$ cat src/rtl/assert_macros.svh
// -----------------------------------------------------------------------------
// assert_macros.svh
// Shared assertion macros for the thread scheduler RTL.
// -----------------------------------------------------------------------------
`ifndef ASSERT_MACROS_SVH
`define ASSERT_MACROS_SVH

// Property checked on every rising clock edge outside of reset.
`define ASSERT_CLK(label, prop, msg) \
   label: assert property (@(posedge clock) disable iff (reset) (prop)) else $error(msg);

// Condition that must never be true outside of reset.
`define ASSERT_NEVER(label, cond, msg) \
   label: assert property (@(posedge clock) disable iff (reset) !(cond)) else $error(msg);

`endif

$ cat src/rtl/fts_pkg.sv
// -----------------------------------------------------------------------------
// fts_pkg
// Types and constants shared by the thread scheduler modules.
// -----------------------------------------------------------------------------
`default_nettype none

package fts_pkg;

   localparam int MAX_THREADS = 16;
   localparam int ID_W        = $clog2(MAX_THREADS);
   localparam int CNT_W       = $clog2(MAX_THREADS + 1);

   localparam int REQ_W = 8;
   localparam int RSP_W = 16;

   typedef enum logic [1:0] {
      ACT_CREATE = 2'd0,
      ACT_YIELD  = 2'd1,
      ACT_JOIN   = 2'd2,
      ACT_EXIT   = 2'd3
   } action_type;

   typedef enum logic [2:0] {
      TS_UNUSED  = 3'd0,
      TS_READY   = 3'd1,
      TS_RUNNING = 3'd2,
      TS_BLOCKED = 3'd3,
      TS_DONE    = 3'd4
   } tstate_type;

   typedef enum logic [1:0] {
      S_IDLE,
      S_EXEC,
      S_SCAN,
      S_RESOLVE
   } state_type;

   // One queue entry: a thread id and, in the wait queue, the id it waits for.
   typedef struct packed {
      logic [ID_W-1:0] id;
      logic [ID_W-1:0] tag;
   } entry_type;

   // Command to a queue chain for one cycle.
   typedef struct packed {
      logic      push;
      logic      pop;
      entry_type data;
   } chain_op_type;

endpackage

`default_nettype wire

$ cat src/rtl/fts_cell.sv
// -----------------------------------------------------------------------------
// fts_cell
// One storage cell of a queue chain: shifts from its neighbor or loads new data.
// -----------------------------------------------------------------------------
`default_nettype none

module fts_cell (
   input  wire logic              clock,
   input  wire logic              shift_en,
   input  wire fts_pkg::entry_type shift_data,
   input  wire logic              load_en,
   input  wire fts_pkg::entry_type load_data,
   output fts_pkg::entry_type     entry
);
   import fts_pkg::*;

   entry_type entry_ff;
   entry_type entry_in;

   // A load lands after the shift of the same cycle, so it takes priority.
   always_comb begin
      priority if (load_en) begin
         entry_in = load_data;
      end else if (shift_en) begin
         entry_in = shift_data;
      end else begin
         entry_in = entry_ff;
      end
   end

   always_ff @(posedge clock) begin
      entry_ff <= entry_in;
   end

   assign entry = entry_ff;

endmodule

`default_nettype wire

$ cat src/rtl/fts_chain.sv
// -----------------------------------------------------------------------------
// fts_chain
// FIFO built from a row of cells; a pop shifts every cell toward the head.
// -----------------------------------------------------------------------------
`default_nettype none

module fts_chain (
   input  wire logic                 clock,
   input  wire logic                 reset,
   input  wire fts_pkg::chain_op_type op,
   output fts_pkg::entry_type        head,
   output logic [fts_pkg::CNT_W-1:0] count
);
   import fts_pkg::*;
   `include "assert_macros.svh"

   logic [CNT_W-1:0] count_ff;
   logic [CNT_W-1:0] count_in;
   logic [CNT_W-1:0] wr_pos;
   logic             push_eff;

   entry_type cell_q [MAX_THREADS];
   entry_type nb_q   [MAX_THREADS];

   // A push into a full queue is dropped unless a pop frees a slot.
   assign push_eff = op.push && (op.pop || (count_ff != CNT_W'(MAX_THREADS)));
   assign wr_pos   = op.pop ? (count_ff - CNT_W'(1)) : count_ff;

   always_comb begin
      count_in = count_ff;
      if (push_eff && !op.pop) begin
         count_in = count_ff + CNT_W'(1);
      end else if (op.pop && !push_eff) begin
         count_in = count_ff - CNT_W'(1);
      end
   end

   always_ff @(posedge clock) begin
      if (reset) begin
         count_ff <= '0;
      end else begin
         count_ff <= count_in;
      end
   end

   for (genvar i = 0; i < MAX_THREADS; i++) begin : g_cell
      if (i == MAX_THREADS - 1) begin : g_last
         assign nb_q[i] = cell_q[i];
      end else begin : g_mid
         assign nb_q[i] = cell_q[i+1];
      end

      fts_cell u_cell (
         .clock      (clock),
         .shift_en   (op.pop),
         .shift_data (nb_q[i]),
         .load_en    (push_eff && (wr_pos == CNT_W'(i))),
         .load_data  (op.data),
         .entry      (cell_q[i])
      );
   end

   assign head  = cell_q[0];
   assign count = count_ff;

   `ASSERT_NEVER(a_pop_empty, op.pop && (count_ff == '0), "pop from an empty queue chain")
   `ASSERT_CLK(a_count_bound, count_ff <= CNT_W'(MAX_THREADS), "queue chain count overflow")

endmodule

`default_nettype wire

$ cat src/rtl/fifo_thread_scheduler_top.sv
// -----------------------------------------------------------------------------
// fifo_thread_scheduler_top
// Cooperative FIFO thread scheduler with create, yield, join and exit events.
// -----------------------------------------------------------------------------
//
//   Channel   Direction   Transaction
//   -------   ---------   ----------------------------------------------------
//   req_*     in          one scheduling event (action, target_thread)
//   rsp_*     out         one result per event (status, created id,
//                         running_thread, switched)
//
// A create, yield or join commits in S_EXEC, which loads its result into the
// output register and raises rsp_tvalid once that register is free. An exit by
// a thread other than main walks the wait queue one entry per cycle in S_SCAN,
// covering every blocked thread (at most MAX_THREADS - 2), then resolves in S_RESOLVE.
// A new event is accepted as soon as the scheduler is back in idle, even while
// the previous result still sits unclaimed in the output register; a stalled
// output register holds the scheduler before it commits the next event.
// Reset is synchronous: main runs, all other threads are unused, queues empty.
// -----------------------------------------------------------------------------
`default_nettype none

module fifo_thread_scheduler_top (
   input  wire logic                        clock,
   input  wire logic                        reset,
   // action [1:0], target_thread [5:2], zero [7:6]
   input  wire logic [fts_pkg::REQ_W-1:0]   req_tdata,
   input  wire logic                        req_tvalid,
   output logic                             req_tready,
   // status [0], created id [4:1], running_thread [8:5], switched [9], zero [15:10]
   output logic [fts_pkg::RSP_W-1:0]        rsp_tdata,
   output logic                             rsp_tvalid,
   input  wire logic                        rsp_tready
);
   import fts_pkg::*;
   `include "assert_macros.svh"

   // Control state.
   state_type        state_ff,     state_in;
   logic [ID_W-1:0]  cur_ff,       cur_in;
   logic [CNT_W-1:0] nfid_ff,      nfid_in;
   tstate_type       ts_ff [MAX_THREADS];
   tstate_type       ts_in [MAX_THREADS];
   logic             found_ff,     found_in;
   logic [ID_W-1:0]  found_id_ff,  found_id_in;
   logic [CNT_W-1:0] scan_cnt_ff,  scan_cnt_in;
   logic [CNT_W-1:0] scan_len_ff,  scan_len_in;
   logic             rsp_valid_ff, rsp_valid_in;

   // Latched event and result payload.
   action_type       act_ff;
   logic [ID_W-1:0]  tgt_ff;
   logic [RSP_W-1:0] rsp_data_ff,  rsp_data_in;

   // Queue chains: ready threads in FIFO order, blocked threads in blocking order.
   chain_op_type     rdy_op, wt_op;
   entry_type        rdy_head, wt_head;
   logic [CNT_W-1:0] rdy_count, wt_count;

   logic             out_free;
   logic             accept;
   logic             load_rsp;
   logic             rsp_status;
   logic [ID_W-1:0]  rsp_new;
   logic             run_en;
   logic [ID_W-1:0]  run_id;
   logic             yield_req;
   logic             scan_match;
   tstate_type       tgt_state;

   fts_chain u_ready (
      .clock (clock),
      .reset (reset),
      .op    (rdy_op),
      .head  (rdy_head),
      .count (rdy_count)
   );

   fts_chain u_wait (
      .clock (clock),
      .reset (reset),
      .op    (wt_op),
      .head  (wt_head),
      .count (wt_count)
   );

   assign out_free   = !rsp_valid_ff || rsp_tready;
   assign req_tready = (state_ff == S_IDLE);
   assign accept     = req_tvalid && req_tready;
   assign tgt_state  = ts_ff[tgt_ff];
   assign scan_match = (wt_head.tag == cur_ff) && !found_ff;

   always_comb begin
      state_in    = state_ff;
      cur_in      = cur_ff;
      nfid_in     = nfid_ff;
      ts_in       = ts_ff;
      found_in    = found_ff;
      found_id_in = found_id_ff;
      scan_cnt_in = scan_cnt_ff;
      scan_len_in = scan_len_ff;
      rdy_op      = '0;
      wt_op       = '0;
      load_rsp    = 1'b0;
      rsp_status  = 1'b0;
      rsp_new     = '0;
      run_en      = 1'b0;
      run_id      = '0;
      yield_req   = 1'b0;

      unique case (state_ff)
         S_IDLE: begin
            if (req_tvalid) begin
               state_in = S_EXEC;
            end
         end

         // Every event but a non-main exit commits here, once the output
         // register can take its result.
         S_EXEC: begin
            if (out_free) begin
               unique case (act_ff)
                  ACT_CREATE: begin
                     if (nfid_ff == CNT_W'(MAX_THREADS)) begin
                        rsp_status = 1'b1;
                     end else begin
                        rsp_new              = nfid_ff[ID_W-1:0];
                        nfid_in              = nfid_ff + CNT_W'(1);
                        ts_in[rsp_new]       = TS_READY;
                        rdy_op.push          = 1'b1;
                        rdy_op.data.id       = rsp_new;
                     end
                  end
                  ACT_YIELD: begin
                     yield_req = 1'b1;
                  end
                  ACT_JOIN: begin
                     priority if (tgt_state == TS_DONE) begin
                        rsp_status = 1'b0;
                     end else if ((tgt_ff == '0) || (tgt_ff == cur_ff) ||
                                  (tgt_state != TS_READY)) begin
                        // Main still gives up the processor on a failed join.
                        yield_req  = (cur_ff == '0);
                        rsp_status = 1'b1;
                     end else if (cur_ff == '0) begin
                        yield_req = 1'b1;
                     end else begin
                        wt_op.push     = 1'b1;
                        wt_op.data.id  = cur_ff;
                        wt_op.data.tag = tgt_ff;
                        ts_in[cur_ff]  = TS_BLOCKED;
                        if (rdy_count == '0) begin
                           rsp_status = 1'b1;
                        end else begin
                           rdy_op.pop = 1'b1;
                           run_en     = 1'b1;
                           run_id     = rdy_head.id;
                        end
                     end
                  end
                  ACT_EXIT: begin
                     if (cur_ff == '0) begin
                        rsp_status = 1'b1;
                     end else begin
                        ts_in[cur_ff] = TS_DONE;
                        found_in      = 1'b0;
                        scan_cnt_in   = '0;
                        scan_len_in   = wt_count;
                     end
                  end
                  default: begin
                  end
               endcase

               // Yield: the ready head runs; main is marked ready but not queued.
               if (yield_req && (rdy_count != '0)) begin
                  rdy_op.pop     = 1'b1;
                  ts_in[cur_ff]  = TS_READY;
                  run_en         = 1'b1;
                  run_id         = rdy_head.id;
                  if (cur_ff != '0) begin
                     rdy_op.push    = 1'b1;
                     rdy_op.data.id = cur_ff;
                  end
               end

               if ((act_ff == ACT_EXIT) && (cur_ff != '0)) begin
                  state_in = S_SCAN;
               end else begin
                  load_rsp = 1'b1;
                  state_in = S_IDLE;
               end
            end
         end

         // Rotate the wait queue once: every entry leaves the head and
         // re-enters at the tail, except the earliest waiter on the exiting
         // thread, which is dropped and remembered.
         S_SCAN: begin
            if (scan_cnt_ff == scan_len_ff) begin
               state_in = S_RESOLVE;
            end else begin
               wt_op.pop   = 1'b1;
               wt_op.push  = !scan_match;
               wt_op.data  = wt_head;
               scan_cnt_in = scan_cnt_ff + CNT_W'(1);
               if (scan_match) begin
                  found_in    = 1'b1;
                  found_id_in = wt_head.id;
               end
            end
         end

         S_RESOLVE: begin
            if (out_free) begin
               run_en = 1'b1;
               priority if (found_ff) begin
                  run_id = found_id_ff;
               end else if (rdy_count != '0) begin
                  rdy_op.pop = 1'b1;
                  run_id     = rdy_head.id;
               end else begin
                  run_id = '0;
               end
               load_rsp = 1'b1;
               state_in = S_IDLE;
            end
         end

         default: begin
            state_in = S_IDLE;
         end
      endcase

      if (run_en) begin
         ts_in[run_id] = TS_RUNNING;
         cur_in        = run_id;
      end
   end

   always_comb begin
      rsp_data_in  = rsp_data_ff;
      rsp_valid_in = rsp_valid_ff && !rsp_tready;
      if (load_rsp) begin
         rsp_valid_in = 1'b1;
         rsp_data_in  = {{(RSP_W - 2 - 2 * ID_W){1'b0}}, (cur_in != cur_ff), cur_in,
                         rsp_new, rsp_status};
      end
   end

   always_ff @(posedge clock) begin
      if (reset) begin
         state_ff     <= S_IDLE;
         cur_ff       <= '0;
         nfid_ff      <= CNT_W'(1);
         found_ff     <= 1'b0;
         scan_cnt_ff  <= '0;
         scan_len_ff  <= '0;
         rsp_valid_ff <= 1'b0;
         for (int i = 0; i < MAX_THREADS; i++) begin
            ts_ff[i] <= (i == 0) ? TS_RUNNING : TS_UNUSED;
         end
      end else begin
         state_ff     <= state_in;
         cur_ff       <= cur_in;
         nfid_ff      <= nfid_in;
         found_ff     <= found_in;
         scan_cnt_ff  <= scan_cnt_in;
         scan_len_ff  <= scan_len_in;
         rsp_valid_ff <= rsp_valid_in;
         ts_ff        <= ts_in;
      end
   end

   always_ff @(posedge clock) begin
      found_id_ff <= found_id_in;
      rsp_data_ff <= rsp_data_in;
      if (accept) begin
         act_ff <= action_type'(req_tdata[1:0]);
         tgt_ff <= req_tdata[2 +: ID_W];
      end
   end

   assign rsp_tdata  = rsp_data_ff;
   assign rsp_tvalid = rsp_valid_ff;

   `ASSERT_CLK(a_cur_running, (state_ff == S_IDLE) |-> (ts_ff[cur_ff] == TS_RUNNING), "not running")
   `ASSERT_CLK(a_accept_exec, accept |=> (state_ff == S_EXEC), "accepted event did not start")

endmodule

`default_nettype wire
$ cat config.mk
export PLATFORM = sky130hd
export DESIGN_NAME = fifo_thread_scheduler_top
export DESIGN_NICKNAME = d
export VERILOG_FILES = /design/src/rtl/fts_pkg.sv /design/src/rtl/fts_cell.sv /design/src/rtl/fts_chain.sv /design/src/rtl/fifo_thread_scheduler_top.sv
export VERILOG_INCLUDE_DIRS = /design/src /design/src/rtl
export SDC_FILE = /design/constraint.sdc
export NUM_CORES = 1
export LEC_CHECK = 0
export BUFFER_PORTS_ARGS = -buffer_cell sky130_fd_sc_hd__buf_2
export CORE_UTILIZATION = 30
export CTS_CLUSTER_DIAMETER = 50
export DETAILED_ROUTE_END_ITERATION = 16
export HOLD_SLACK_MARGIN = 0.06
export PLACE_DENSITY_LB_ADDON = 0.05
export SLEW_MARGIN = 10
export SYNTH_ARGS = -nofsm -noshare
export SYNTH_HDL_FRONTEND = slang
export SYNTH_HIERARCHICAL = 1
export SYNTH_SLANG_ARGS = --single-unit
$ cat constraint.sdc
create_clock -name clock -period 8.9 [get_ports clock]
set_clock_uncertainty 0.05 [all_clocks]
set_input_delay 0.445 -clock clock [delete_from_list [all_inputs] [get_ports clock]]
set_output_delay 0.445 -clock clock [all_outputs]
set_load 0.005 [all_outputs]
After elaboration in Yosys (flattened, before gate mapping)
Index checks and enable logic that the tools add are counted.
{"block": "totals", "reg_bits": 293, "in_bits": 12, "out_inout_bits": 18}
{"block": "classes", "n_addsub": 6, "magnitude_cmp": 7, "n_eq_ne": 53, "bitwise": 22, "mux": 169, "n_reduce_logical": 108}
{"cell": "$mux 48", "count": 11}
{"cell": "$mux 8", "count": 65}
{"cell": "$pmux 48 s3", "count": 1}
{"cell": "$and 32x32->32", "count": 4}
{"cell": "$not 32->32", "count": 4}
{"cell": "$eq 5x4->1 const B", "count": 16}
{"cell": "$reduce_bool 2->1", "count": 33}
{"cell": "$or 16x16->16", "count": 4}
{"cell": "$mux 4", "count": 15}
{"cell": "$mux 5", "count": 10}
{"cell": "$logic_and 1x1->1", "count": 46}
{"cell": "$eq 5x3->1 const B", "count": 8}
{"cell": "$mux 1", "count": 39}
{"cell": "$demux 3 s4", "count": 3}
{"cell": "$or 32x32->32", "count": 1}
{"cell": "$add 5x1->5 const B", "count": 4}
{"cell": "$eq 5x2->1 const B", "count": 4}
{"cell": "$ge 5x5->1 const B", "count": 4}
{"cell": "$not 4->5", "count": 4}
{"cell": "$and 16x16->16", "count": 1}
{"cell": "$ne 2x2->1 const B", "count": 8}
{"cell": "$not 16->16", "count": 1}
{"cell": "$pmux 8 s2", "count": 1}
{"cell": "$logic_not 5->1", "count": 3}
{"cell": "34 further kinds", "count": 75}

Depth between registers and ports, before layout
Gate-level depths: netlist (run 1).
{"block": "logic_depth", "word_depth": 23, "ltp_mapped": 16}

Hierarchy
The synthesis (run 1) kept the hierarchy.
{"module": "fts_cell", "instances": 32, "cells_per_inst": 18, "area_per_inst_um2": 377.9}
{"module": "fifo_thread_scheduler_top", "instances": 1, "cells_per_inst": 843, "area_per_inst_um2": 6570.1}
{"module": "fts_chain", "instances": 2, "cells_per_inst": 87, "area_per_inst_um2": 699.4}

Least setup slack after synthesis (run 1)
Ideal clock, no wire load.
{"block": "synth_timing", "path_kind": "flip-flop to flip-flop", "startpoint": "register tgt_ff[2]", "endpoint": "register u_wait.g_cell[0].u_cell.entry_ff, in the netlist u_wait/g_cell[0].u_cell/entry[0] (enable)", "stages_incl_launch_ff": 16, "required_ns": 8.520, "arrival_ns": 4.118, "setup_time_ns": 0.330, "slack_ns": 4.403, "synth_period_minus_slack_ns": 4.497, "path_cell_list": "edfxtp_1 buf_6 mux2_1 mux4_2 nor3b_2 o211ai_4 or2_2 nor2_1 a22oi_1 nor2b_1 or2b_2 mux2_4 buf_6 a211oi_1 buf_6 or2_1"}
{"element": "from (decl)", "line": "fifo_thread_scheduler_top.sv:52", "rtl": "logic [ID_W-1:0] tgt_ff;"}
{"element": "from (signal assigned)", "line": "fifo_thread_scheduler_top.sv:280", "rtl": "tgt_ff <= req_tdata[2 +: ID_W];"}
{"element": "to (signal assigned)", "line": "fts_cell.sv:32", "rtl": "entry_ff <= entry_in;"}
{"element": "to (decl)", "line": "fts_cell.sv:17", "rtl": "entry_type entry_ff;"}

==> results of run 1 <==
[flip-flops by register name (all words and copies together) (netlist names), named ones only]
signal	count
cur_ff	4
act_ff	2
rsp_tvalid	1
found_id_ff	4
scan_len_ff	5
tgt_ff	4
found_ff	1
u_ready/g_cell.u_cell/entry	64
u_wait/count	5
rsp_tdata	10
u_wait/g_cell.u_cell/entry	128
nfid_ff	5
ts_ff	48
scan_cnt_ff	5
u_ready/count	5
state_ff	1
[per-stage QoR]
step	worst slack (ns)	instance area, um2	total power [mW]	utilization (%)	hold WS (ns)
finish	2.445	19510	3.717	34.53	0.1191
global route	1.985	19510	3.862	34.53	0.1403
CTS	2.336	19510	3.782	34.53	0.08981
detailed placement	2.360	17740	1.803	31.40	0.4240
global placement	2.361	17740	1.803	31.40	0.4257
floorplan	4.403	17200	1.706	-	0.3701
[final cells by class]
| class | count | share of cell area [%] |
|---|---|---|
| Tap cell | 756 | 4.849 |
| Inverter | 32 | 0.6222 |
| Clock buffer | 66 | 7.197 |
| Clock inverter | 32 | 1.539 |
| Multi-Input combinational cell | 1035 | 42.96 |
| Timing Repair Buffer | 54 | 1.886 |
| Sequential cell | 293 | 40.95 |
[power breakdown]
group	internal (mW)	switching (mW)	total [mW]	leakage [nW]
registers	1.48	0.0274	1.50	2.57
clock network	1.19	0.745	1.94	0.831
logic	0.0897	0.188	0.278	3.63
[repair_timing]
item                                   CTS  global route
setup buffers                            0             0
endpoints found under the hold margin    6             0
hold buffers                             6             0
[cells in the final DEF, fill, tap and decap left out, types with 27 or more instances in the layout]
master,instances
sky130_fd_sc_hd__a21oi_1,78
sky130_fd_sc_hd__mux2_4,194
sky130_fd_sc_hd__nor2b_1,31
sky130_fd_sc_hd__buf_4,27
sky130_fd_sc_hd__or2_1,32
sky130_fd_sc_hd__edfxtp_1,212
sky130_fd_sc_hd__clkbuf_16,52
sky130_fd_sc_hd__o21ai_0,73
sky130_fd_sc_hd__dfxtp_1,81
sky130_fd_sc_hd__nand2_1,133
sky130_fd_sc_hd__a31oi_1,36
sky130_fd_sc_hd__nor2_1,86
sky130_fd_sc_hd__inv_1,31
[metal layers]
metal,wire [um],track usage [%],up-vias
met5,9,0,-
met4,1638,6.789,2
met3,2145,2.587,102
met2,22790,27.75,318
met1,21910,22.39,5709
li1,-,-,5524
[final timing paths]
kind | from | end | slack (ns)
worst max register to register | tgt_ff[2]$_DFFE_PP_ | u_ready/g_cell[3].u_cell/entry[6]$_DFFE_PP_ | 2.44
worst min register to register | u_wait/g_cell[0].u_cell/entry[7]$_DFFE_PP_ | found_id_ff[3]$_DFFE_PP_ | 0.43
worst max-delay path | tgt_ff[2]$_DFFE_PP_ | u_ready/g_cell[3].u_cell/entry[6]$_DFFE_PP_ | 2.44
worst min-delay path | reset | scan_len_ff[3]$_SDFFE_PP0P_ | 0.12
==> impl_metrics.py, run 1 <==
metrics = {
    "clock_tree": {
        "path_clk_slew_ns": 0.06,
        "clkSinkCount": 293,
        "cts_inserted_buffers": 52,
        "cts_tree": "done",
        "clock-root-buffer": "sky130_fd_sc_hd__clkbuf_16",
        "ctsHtreeMaxLevel": 2,
        "clockBufferDepth": 3,
        "clkLatencyLatePin_ns": 0.60,
        "cts_resized": 0,
    },
    "setup_path": {
        "critical_path_cell_count": 13,
        "crit_path_category": "flop to flop",
        "cp_top_family": "simple AND/OR/NAND/NOR gates",
        "reg2reg_depth": 13,
        "critical-path-top-cell-by-count": "sky130_fd_sc_hd__buf_4",
        "cp_slowest_cell": "sky130_fd_sc_hd__edfxtp_1",
        "worstPathMaxFanout": 30,
        "max_stage_delay_ns": 1.01,
        "worstPathBufferInverterCount": 2,
        "arrival_ns": 6.69,
        "crit_path_cell_trace": "buf_4, mux2_2, mux4_2, nor3b_2, o211ai_4, buf_4, nor4_4, nor2_1, nand2_1, and4bb_1, mux2_4, a211oi_1, or2_1",
        "cp.required_ns": 9.13,
        "critical_path.endpoint_type": "flop",
        "cp-start-kind": "flop",
    },
    "timing": {
        "layout_worst_path_cycle_share_pct": 72.53,
        "min_period_ns": 6.455,
        "timing.final.setup_violations": 0,
        "worst_slew_pin_slew_ns": 1.306,
        "rsz0062_at_grt": "false",
        "slew-limit-headroom_pct": 12.78,
        "timing.final.hold_violations": 0,
        "achievable-frequency_mhz": 154.9,
        "final.setup.tns_ns": 0,
        "final-max-slew-violation-count": 0,
    },
    "drt": {
        "dr.first_iter.drc_count": 826,
        "avgRoutedWirePerCell_um": 21.38,
        "drt_wl_total_um": 48490,
        "via_per_inst": 5.139,
        "route.vias.total": 11660,
        "firstDrtPassIters": 5,
        "route.detailed.drc": 0,
        "ant_nets": 0,
    },
    "worst_hold_path": {
        "hold_depth": 2,
        "hold_path.class": "input port to flop",
    },
    "floorplan": {
        "initial_core_util_pct": 30.41,
        "std_cell_rows": 87,
        "floorplan.die_area_um2": 58220,
        "die_outline_width_um": 241.3,
        "number_of_top_level_pins": 30,
        "placeableCoreArea_um2": 56500,
        "die-height_um": 241.3,
    },
    "final_layout": {
        "final_layout_size_suffix_gt1_share_pct": 25.99,
        "finalNonFillerCells": 2268,
        "area_growth_syn_to_layout_pct": 13.56,
        "seq_area_um2": 7988,
        "multi_input_comb_area_um2": 8379,
        "fin_nets": 1499,
        "antenna_cells": 0,
        "fillers": 5617,
    },
    "global_route": {
        "grt_util_all_layers_pct": 16.97,
        "grt_start_max_net_pins": 63,
        "grt_first_pass_wirelength_um": 74280,
        "grt_pass1_vias": 11670,
        "grt_antenna_before_repair": 1,
        "global_route.overflow_total": 0,
    },
    "power_and_ir_drop": {
        "vdd.ir_drop.worst_mv": 0.1337,
        "power.static_leakage_nw": 7.031,
        "power-per-cell-area_nw_per_um2": 190.5,
    },
    "status": {
        "run_status": "finished, final reports clean",
    },
    "synth": {
        "synth-warning-count": 6,
        "post_synth_instance_area_um2": 17180,
        "syn_inst": 1465,
        "synth_area_per_cell_um2": 11.73,
    },
    "placement": {
        "place_inst": 2164,
        "buffer_ports.inserted": 21,
        "gp_routability_congestion": 0.8222,
        "dp_hpwl_um": 31540,
    },
    "flow_run": {
        "cap_viol_max_count": 0,
    },
}
(Power assumes the default switching activity.)
==> inputs of run 2 (changes only) <==
- clock period: 8.9 -> 5.5 ns (I/O delays scaled with it)
==> run 2 against run 1 <==
Effect of this change: die area stayed put; critical path depth is 1 higher; sequential cell count stayed put; power is 61% higher; register-to-register slack worse by 1.9 ns; largest cell class unchanged; hold slack worse by 0.0052 ns; combinational power is 68% higher; critical path type unchanged; via count is 2.1% higher; global-route usage is 0.41 points higher; final cell count is 1.5% higher.
==> impl_metrics.py, run 2 (synthesized netlist as in run 1, its figures left out) <==
metrics = {
    "drt": {
        "firstDrtPassIters": 7,
        "ant_nets": 0,
        "drt_wl_total_um": 49870,
        "route.detailed.drc": 0,
        "avgRoutedWirePerCell_um": 21.65,
        "dr.first_iter.drc_count": 756,
        "via_per_inst": 5.169,
        "route.vias.total": 11900,
    },
    "setup_path": {
        "arrival_ns": 5.21,
        "cp_slowest_cell": "sky130_fd_sc_hd__edfxtp_1",
        "cp.required_ns": 5.77,
        "crit_path_category": "flop to flop",
        "critical_path.endpoint_type": "flop",
        "worstPathMaxFanout": 16,
        "crit_path_cell_trace": "mux4_1, mux4_2, clkinv_2, o211ai_4, buf_4, nor4_4, nor2_1, nand2_1, buf_4, nand2_1, a211o_1, a211oi_1, buf_4, mux2_4",
        "max_stage_delay_ns": 0.82,
        "cp_top_family": "multiplexers",
        "worstPathBufferInverterCount": 4,
        "critical-path-top-cell-by-count": "sky130_fd_sc_hd__buf_4",
        "cp-start-kind": "flop",
    },
    "floorplan": {
        "std_cell_rows": 87,
        "number_of_top_level_pins": 30,
        "initial_core_util_pct": 30.41,
        "die_outline_width_um": 241.3,
        "die-height_um": 241.3,
        "placeableCoreArea_um2": 56500,
        "floorplan.die_area_um2": 58220,
    },
    "global_route": {
        "grt_start_max_net_pins": 41,
        "global_route.overflow_total": 0,
        "grt_antenna_before_repair": 1,
        "grt_pass1_vias": 11950,
        "grt_first_pass_wirelength_um": 76110,
        "grt_util_all_layers_pct": 17.37,
    },
    "timing": {
        "rsz0062_at_grt": "false",
        "achievable-frequency_mhz": 202.8,
        "slew-limit-headroom_pct": 16.83,
        "final-max-slew-violation-count": 0,
        "final.setup.worst_slack_ns": 0.5682,
        "timing.final.setup_violations": 0,
        "min_period_ns": 4.932,
        "final.setup.tns_ns": 0,
        "layout_worst_path_cycle_share_pct": 89.67,
        "timing.final.hold_violations": 0,
        "worst_slew_pin_slew_ns": 1.243,
        "final.hold.worst_slack_ns": 0.1140,
    },
    "placement": {
        "gp_routability_congestion": 0.8459,
        "buffer_ports.inserted": 21,
        "detailed_place.area_um2": 18110,
        "dp_slack_ns": 0.5612,
        "dp_hpwl_um": 32840,
    },
    "clock_tree": {
        "clockBufferDepth": 3,
        "cts_tree": "done",
        "path_clk_slew_ns": 0.06,
        "clkSinkCount": 293,
        "cts_setup_buffers": 0,
        "cts_resized": 0,
        "ctsHtreeMaxLevel": 2,
        "clock-root-buffer": "sky130_fd_sc_hd__clkbuf_16",
        "cts_inserted_buffers": 47,
        "clkLatencyLatePin_ns": 0.59,
    },
    "final_layout": {
        "area_growth_syn_to_layout_pct": 15.27,
        "largest_register_ffs": 128,
        "mostFrequentLayoutCell": "sky130_fd_sc_hd__edfxtp_1",
        "mostFrequentLayoutCells": "212 x sky130_fd_sc_hd__edfxtp_1, 194 x sky130_fd_sc_hd__mux2_4, 133 x sky130_fd_sc_hd__nand2_1, 86 x sky130_fd_sc_hd__nor2_1, 81 x sky130_fd_sc_hd__dfxtp_1",
        "final_layout_size_suffix_gt1_share_pct": 27.73,
        "antenna_cells": 0,
        "layout.cell_area.non_filler_um2": 19800,
        "postLayoutCoreUtil_pct": 35.05,
        "fin_nets": 1542,
    },
    "power_and_ir_drop": {
        "vdd.ir_drop.worst_mv": 0.1883,
        "pwr-share-clk_pct": 51.7,
        "comb_power_share_pct": 7.8,
        "power-per-cell-area_nw_per_um2": 302.5,
        "power.static_leakage_nw": 7.247,
        "total_switching_power_mw": 1.485,
        "internal_power_mw": 4.505,
        "sequential_fraction_of_design_power_pct": 40.5,
        "power.share.switching_pct": 24.79,
    },
    "worst_hold_path": {
        "hold_path.class": "input port to flop",
    },
    "flow_run": {
        "cap_viol_max_count": 0,
    },
    "status": {
        "run_status": "finished, final reports clean",
    },
}
## run 2: worst paths after layout
| check | from | end | slack [ns] | cells past startpoint |
|---|---|---|---|---|
| max | tgt_ff[3]$_DFFE_PP_ | u_ready/g_cell[14].u_cell/entry[5]$_DFFE_PP_ | 0.57 | 14 |
| min | rsp_tready | rsp_tvalid$_SDFF_PP0_ | 0.11 | 3 |
| min reg2reg | u_wait/g_cell[0].u_cell/entry[4]$_DFFE_PP_ | found_id_ff[0]$_DFFE_PP_ | 0.40 | 0 |
| max reg2reg | tgt_ff[3]$_DFFE_PP_ | u_ready/g_cell[14].u_cell/entry[5]$_DFFE_PP_ | 0.57 | 14 |
## run 2: power groups by stage
stage / combinational (mW) / clock (mW) / sequential [mW]
final: 0.468 / 3.09 / 2.43
after global routing: 0.502 / 3.27 / 2.43
after CTS: 0.465 / 3.19 / 2.43
after detailed placement: 0.460 / 0 / 2.47
after global placement: 0.460 / 0 / 2.47
after floorplan: 0.311 / 0 / 2.45
## run 2: stage by stage
stage | power (mW) | cells
floorplan | 2.761 | 1470
global placement | 2.932 | 2212
global route | 6.202 | 2303
finish | 5.989 | 2303
detailed placement | 2.933 | 2212
CTS | 6.079 | 2303
## run 2: cell type report
cell class,instances,area [um2]
fill,5566,36690
tap,756,945.9
multi-input combinational,1035,8379
timing repair buffer,102,740.7
sequential,293,7988
clock inverter,30,379.1
clock buffer,55,1247
inverter,32,121.4
## run 2: metal layers
layer | vias up | global-route usage, % | share of wire, % | routed length [um]
met2 | 367 | 28.38 | 47 | 23200
met5 | - | 0 | 0.026 | 13
met4 | 2 | 6.885 | 3.1 | 1553
met1 | 5839 | 23.00 | 45 | 22620
li1 | 5583 | - | - | -
met3 | 113 | 2.632 | 5.0 | 2476
## run 2: worst register-to-register path, stage by stage (launching register included)
cell,delay [ns]
sky130_fd_sc_hd__edfxtp_1,0.82
sky130_fd_sc_hd__mux4_1,0.50
sky130_fd_sc_hd__mux4_2,0.56
sky130_fd_sc_hd__clkinv_2,0.09
sky130_fd_sc_hd__o211ai_4,0.08
sky130_fd_sc_hd__buf_4,0.23
sky130_fd_sc_hd__nor4_4,0.36
sky130_fd_sc_hd__nor2_1,0.19
sky130_fd_sc_hd__nand2_1,0.29
sky130_fd_sc_hd__buf_4,0.25
sky130_fd_sc_hd__nand2_1,0.11
sky130_fd_sc_hd__a211o_1,0.34
sky130_fd_sc_hd__a211oi_1,0.30
sky130_fd_sc_hd__buf_4,0.21
sky130_fd_sc_hd__mux2_4,0.30
## run 2: repair_timing
action,4_1_cts,5_1_grt
endpoints found under the hold margin,6,0
hold buffers,6,0
setup endpoints to repair,0,0
